## config.mk

```make
export PLATFORM = sky130hd
export DESIGN_NAME = mst_ctrl
export DESIGN_NICKNAME = d
export VERILOG_FILES = /design/src/rtl/mst_pkg.sv /design/src/rtl/mst_ctrl.sv
export SDC_FILE = /design/constraint.sdc
export NUM_CORES = 1
export LEC_CHECK = 0
export BUFFER_PORTS_ARGS = -buffer_cell sky130_fd_sc_hd__buf_2
export CAP_MARGIN = 10
export CORE_UTILIZATION = 30
export DETAILED_ROUTE_END_ITERATION = 12
export PLACE_DENSITY_LB_ADDON = 0.05
export SYNTH_ARGS = -nofsm -noshare
export SYNTH_HDL_FRONTEND = slang
export SYNTH_SLANG_ARGS = --single-unit
```

## constraint.sdc

```tcl
create_clock -name clk_i -period 1.6 [get_ports clk_i]
set_input_delay 0.16 -clock clk_i [delete_from_list [all_inputs] [get_ports clk_i]]
set_output_delay 0.16 -clock clk_i [all_outputs]
set_load 0.05 [all_outputs]
```

## src/rtl/mst_pkg.sv

```systemverilog
// ----------------------------------------------------------------------------
// mst_pkg
// Types, constants and command codes shared by the segment tree modules.
// ----------------------------------------------------------------------------
package mst_pkg;

  localparam int unsigned LVL       = 10;
  localparam int unsigned LEAVES    = 1 << LVL;
  localparam int unsigned NODES     = 2 * LEAVES - 1;
  localparam int unsigned AW        = $clog2(NODES);
  localparam int unsigned DW        = $clog2(LVL + 1);
  localparam int unsigned POS_W     = 10;
  localparam int unsigned SUM_W     = 64;
  localparam int unsigned REC_W     = 4 * SUM_W;
  localparam int unsigned IN_DATA_W = ((3 * POS_W + REC_W + 7) / 8) * 8;

  localparam logic OP_WRITE = 1'b0;
  localparam logic OP_QUERY = 1'b1;

  // First listed member lands in the highest bits, so best sits lowest.
  typedef struct packed {
    logic [SUM_W-1:0] total;
    logic [SUM_W-1:0] suffix;
    logic [SUM_W-1:0] prefix;
    logic [SUM_W-1:0] best;
  } rec_t;

  typedef enum logic [3:0] {
    CMD_NOP,
    CMD_LOAD_Q,
    CMD_LOAD_W,
    CMD_CLEAR,
    CMD_WLEAF,
    CMD_UREAD,
    CMD_UMERGE,
    CMD_QREAD,
    CMD_DESCEND,
    CMD_RET_MEM,
    CMD_RET_ZERO,
    CMD_POP,
    CMD_GO_RIGHT,
    CMD_RET_ACC
  } dp_cmd_e;

  typedef struct packed {
    logic covered;
    logic is_leaf;
    logic go_left;
    logic go_right;
    logic at_root;
    logic phase_left;
    logic clear_last;
  } dp_status_t;

  typedef enum logic [3:0] {
    ST_CLEAR,
    ST_IDLE,
    ST_W_LEAF,
    ST_W_RD,
    ST_W_MRG,
    ST_Q_RD,
    ST_Q_EVAL,
    ST_Q_POP,
    ST_Q_NEXT,
    ST_OUT
  } state_e;

endpackage

```

## src/rtl/mst_ctrl.sv

```systemverilog
// ----------------------------------------------------------------------------
// mst_ctrl
// Sequencer for clearing, leaf writes and the stack-based range query walk.
// ----------------------------------------------------------------------------
module mst_ctrl (
  input  logic                 clk_i,
  input  logic                 rst_ni,
  input  logic                 s_valid_i,
  input  logic                 s_user_i,
  input  logic                 m_ready_i,
  input  mst_pkg::dp_status_t  status_i,
  output mst_pkg::dp_cmd_e     cmd_o,
  output logic                 s_ready_o,
  output logic                 m_valid_o
);
  import mst_pkg::*;

  state_e state_q, state_d;

  always_ff @(posedge clk_i or negedge rst_ni) begin
    if (!rst_ni) begin
      state_q <= ST_CLEAR;
    end else begin
      state_q <= state_d;
    end
  end

  always_comb begin
    state_d   = state_q;
    cmd_o     = CMD_NOP;
    s_ready_o = 1'b0;
    m_valid_o = 1'b0;
    unique case (state_q)
      ST_CLEAR: begin
        cmd_o = CMD_CLEAR;
        if (status_i.clear_last) state_d = ST_IDLE;
      end
      ST_IDLE: begin
        s_ready_o = 1'b1;
        if (s_valid_i) begin
          if (s_user_i == OP_QUERY) begin
            cmd_o   = CMD_LOAD_Q;
            state_d = ST_Q_RD;
          end else begin
            cmd_o   = CMD_LOAD_W;
            state_d = ST_W_LEAF;
          end
        end
      end
      ST_W_LEAF: begin
        cmd_o   = CMD_WLEAF;
        state_d = ST_W_RD;
      end
      ST_W_RD: begin
        cmd_o   = CMD_UREAD;
        state_d = ST_W_MRG;
      end
      ST_W_MRG: begin
        cmd_o   = CMD_UMERGE;
        state_d = status_i.at_root ? ST_IDLE : ST_W_RD;
      end
      ST_Q_RD: begin
        cmd_o   = CMD_QREAD;
        state_d = ST_Q_EVAL;
      end
      ST_Q_EVAL: begin
        priority if (status_i.covered) begin
          cmd_o   = CMD_RET_MEM;
          state_d = ST_Q_POP;
        end else if (status_i.is_leaf || !(status_i.go_left || status_i.go_right)) begin
          cmd_o   = CMD_RET_ZERO;
          state_d = ST_Q_POP;
        end else begin
          cmd_o   = CMD_DESCEND;
          state_d = ST_Q_RD;
        end
      end
      ST_Q_POP: begin
        if (status_i.at_root) begin
          state_d = ST_OUT;
        end else begin
          cmd_o   = CMD_POP;
          state_d = ST_Q_NEXT;
        end
      end
      ST_Q_NEXT: begin
        if (status_i.phase_left && status_i.go_right) begin
          cmd_o   = CMD_GO_RIGHT;
          state_d = ST_Q_RD;
        end else begin
          cmd_o   = CMD_RET_ACC;
          state_d = ST_Q_POP;
        end
      end
      ST_OUT: begin
        m_valid_o = 1'b1;
        if (m_ready_i) state_d = ST_IDLE;
      end
      default: state_d = ST_CLEAR;
    endcase
  end

endmodule

```

=== Word-level counts from Yosys, hierarchy flattened ===
Index checks and enable logic that the tools add are counted.

* Bits in registers: 4

* Reduce and logical (&&, ||, !) cells: 6
* Muxes and demuxes: 19
* Equal/unequal tests: 12

{| class="wikitable"
|+ Operators with widths
! cell !! count
|-
| 4-bit one-hot mux with 10 select lines || 1
|-
| 4-bit one-hot mux with 9 select lines || 1
|-
| 4-bit by 3-bit equality test with 1-bit output (second input constant) || 4
|-
| 2-bit two-way mux || 8
|-
| 4-bit two-way mux || 4
|-
| 4-bit by 2-bit equality test with 1-bit output (second input constant) || 2
|-
| 4-bit equality test (second input constant) || 2
|-
| 2-bit != test (second input constant) || 3
|-
| 4-bit by 1-bit equality test with 1-bit output (second input constant) || 1
|-
| 4-bit zero test || 1
|-
| 1-bit two-way mux || 4
|-
| 3-bit two-way mux || 1
|-
| 3-bit AND reduction || 1
|-
| 1-bit logical OR || 2
|-
| 1-bit logical AND || 1
|-
| 1-bit zero test || 1
|}

=== Logic depth before layout (Yosys ltp) ===
* Word-level depth: 6
* Gate-level depth with buffers: 5
* Mapped depth without buffers: 4

=== Worst setup path before layout ===
OpenSTA, ideal clock, no wires.

* Kind: register -> output
* Start point: register state_q[3]
* End point: output cmd_o[1]
* Slack: -858 ps
* Data required time: 1440 ps
* Cell stages (with the launch flop): 4
* Arrival time: 2298 ps
* Cells stage by stage: dfrtp_1 > and2b_1 > nand2_1 > o41ai_1

* Word-level cells in the longest chain between the ends: 2
* Elaborated cells on any way between the ends: 10
* Those cells by class: eq/ne: 8; mux: 1; reduce/logical: 1

{| class="wikitable"
|+ RTL lines
! item !! line !! source
|-
| start, declared || mst_ctrl.sv:18 || <nowiki>state_e state_q, state_d;</nowiki>
|-
| start signal, assigned || mst_ctrl.sv:24 || <nowiki>state_q <= state_d;</nowiki>
|-
| 4-bit equality test (tied with other cells) || mst_ctrl.sv:33 || <nowiki>unique case (state_q)</nowiki>
|-
| 4-bit one-hot mux with 9 select lines (*) || mst_ctrl.sv:33 ||
|-
| end, declared || mst_ctrl.sv:12 || <nowiki>output mst_pkg::dp_cmd_e cmd_o,</nowiki>
|}

Mark *: on every way between the ends. The rest lies on a longest branch, timed or not.

=== Worst setup path in the final report ===
* Start point: register state_q[0]
* End point: output cmd_o[0]

Same word-level chain as after synthesis.

==> reports/qor.yml <==
outcome:
  status: "finished with violations"
  violations: "setup timing"
global_route:
  first_global_vias: 504
  grt-ovfl-total: 0
  grt_max_degree: 11
  grtUsageMet2_pct: 32.7
  busiest_layer: "met2"
  grt_first_pass_wirelength_um: 2220
  use_met1_pct: 28.8
  gr-usage-all-layers_pct: 21.9
  antenna_found_initial: 0
  grtUsageMet3_pct: 5.00
placed_design:
  hpwlAfterDp_um: 1050
  place_area_um2: 624
  io_buffers: 17
  gp_congestion: 0.771
  place_ws_ps: 33.5
sta:
  setup_viol: 2
  fmax_mhz: 598
  tightest_slew_ps: 329
  hold_violations: 0
  min_period_ps: 1670
  timing.final.ws_setup_ps: -71.0
  slew_headroom_pct: 77.8
  finalHoldWorstSlack_ps: 204
  report.final.slew_viol_count: 0
  fin_worst_skew_ps: 1.70
  rsz0062_at_grt: "yes"
  tns_ps: -97.3
  finalCritPeriodShare_pct: 104
synth:
  synth_area_leaders: "dfrtp_1 23%, a21oi_1 8.0%, o21ai_0 6.8%, nor2_1 6.8%, nand2_1 5.1%"
  yosysSeqAreaShare_pct: 22.8
  synth_top_area_share_pct: 22.8
  syn_avg_cell_area_um2: 6.86
  yosysTopAreaCell: "dfrtp_1"
  synth-seq-cells: 4
  ys.warnings.count: 0
  ys_types: 28
  syn-num-nets: 76
  netlist_instances: 64
  syn-cell-area_um2: 439
floorplanning:
  die-height_um: 40.3
  ios: 18
  placementRows: 13
  start_util_pct: 32.9
  core-area_um2: 1330
  die_x_um: 40.3
  fp.dieArea_um2: 1620
power:
  cellPowerDensity_nw_per_um2: 2010
  clkPwrFrac_pct: 8.1
  switching_power_w: 0.000834
  share_seq_of_total_power_pct: 12.0
  internal_power_w: 0.000777
  netSwitchingFraction_pct: 51.8
  irDropWorstVdd_mv: 1.04
  comb_power_share_pct: 79.9
  p_leak_nw: 0.358
routing:
  drt_iter0_drc: 15
  finalWirelength_um: 1510
  antenna_left: 0
  avgRoutedWirePerCell_um: 13.2
  vias: 596
  drt-vias-per-instance: 5.18
  drc: 0
  first_pass_iters: 4
cts:
  cts_sinks: 4
  cts-root-buf: "clkbuf_4"
  clk_pin_slew_worst_paths_ps: 40
  h-tree-depth: 1
  tritoncts: "yes"
  clk_path_buf_depth: 2
  clock_latency_ps: 240
  cts_made_buffers: 3
setup_path:
  slowest_delay_ps: 450
  critPathMaxFanout: 5
  crit_chain: "buf_4, a311oi_2, a21oi_1, o21ai_2, buf_6"
  cp_top_family: "compound AO/OA/AOI/OAI gates"
  worstPathRequired_ps: 1440
  cp_slowest_cell: "dfrtp_2"
  crit_buf_inv: 2
  crit_path_start_kind: "register"
  end_kind: "output port"
  arrival_ps: 1510
  crit_type: "reg2out"
cells_and_area:
  fillers: 136
  area_growth_pct: 82.3
  final_area_um2: 801
  top_regs: "state_q x4"
  drive_gt1_share_pct: 55.0
  layout_commonest_cell: "buf_4"
  num_antenna_cells: 0
  largest_register_ff_count: 4
  regMostFlops: "state_q"
  nets: 114
  fin_util_pct: 60.0
  layout_common_cells: "19 x buf_4, 11 x buf_2, 7 x a21oi_1, 6 x nor2_1"
flow_run:
  drv_cap: 0
hold_path:
  hold_path_class: "in2reg"
==> per-stage QoR <==
step                std cells  total power (W)
CTS                       110          0.00149
global placement          103          0.00122
global route              115          0.00171
finish                    115          0.00161
detailed placement        103          0.00122
floorplan                  64         0.000929
==> power groups by stage <==
stage                     Combinational, W  Sequential (W)  Clock (W)
after floorplan                   0.000762        0.000166          0
after global placement             0.00103        0.000193          0
after detailed placement           0.00103        0.000193          0
after CTS                          0.00117        0.000187   0.000135
after global routing               0.00138        0.000199   0.000137
final                              0.00129        0.000193   0.000130
==> synthesized netlist by cell type (all sizes together) <==
| master | count |
|---|---|
| a211o | 1 |
| a211oi | 1 |
| a21oi | 7 |
| a311oi | 1 |
| a31oi | 2 |
| a41oi | 1 |
| and2b | 1 |
| and3 | 1 |
| buf | 4 |
| dfrtp | 4 |
| inv | 3 |
| mux2i | 1 |
| nand2 | 6 |
| nand2b | 1 |
| nand3 | 1 |
| nor2 | 9 |
| nor3 | 3 |
| o211ai | 1 |
| o21a | 2 |
| o21ai | 7 |
| o31ai | 1 |
| o41ai | 1 |
| or2 | 1 |
| or3 | 2 |
| or3b | 1 |
| xnor2 | 1 |
==> cell type report <==
type                    count  area (um2)  area share [%]
inverters                   3        15.0            1.88
repair buffers             37         283            35.3
clock buffers               3        22.5            2.81
flip-flops and latches      4         101            12.7
well taps                  15        18.8            2.34
multi-input cells          53         360            45.0
==> cells by family after synthesis <==
group / synth area share, %
simple gates: 28.8
buf+inv: 7.12
mux: 2.28
flops: 22.8
compound gates: 37.0
xor+xnor: 1.99
==> tightest hold or removal path: stages <==
cell    delay [ps]
buf_2           90
o21a_1         120
nor2_1          40
==> layer usage <==
layer,part of all wire (%),vias up
met3,4.8,2
met2,50,19
met1,45,269
met5,0,-
li1,-,306
met4,1.1,0
==> timing repair <==
item | 4_1_cts | 5_1_grt
buffers inserted | 3 | 5
endpoints found under the hold margin | 4 | 0
setup endpoints to repair | 6 | 6
pin swaps | 3 | 1
resized for setup | 18 | 10
hold buffers | 1 | 0
==> path summary, 6_finish.rpt <==
| kind | startpoint | end | slack, ps | cells past startpoint |
|---|---|---|---|---|
| worst max-delay path | state_q[0] | cmd_o[0] | -70 | 5 |
| worst max register to register | state_q[3] | state_q[0] | 80 | 6 |
| min in group asynchronous | rst_ni | state_q[1] | 270 | 2 |
| worst min-delay path | m_ready_i | state_q[3] | 200 | 3 |
| max in group asynchronous | rst_ni | state_q[0] | 1200 | 2 |
| worst min register to register | state_q[3] | state_q[0] | 750 | 3 |
No activity file was read; power rests on OpenSTA's default activity.
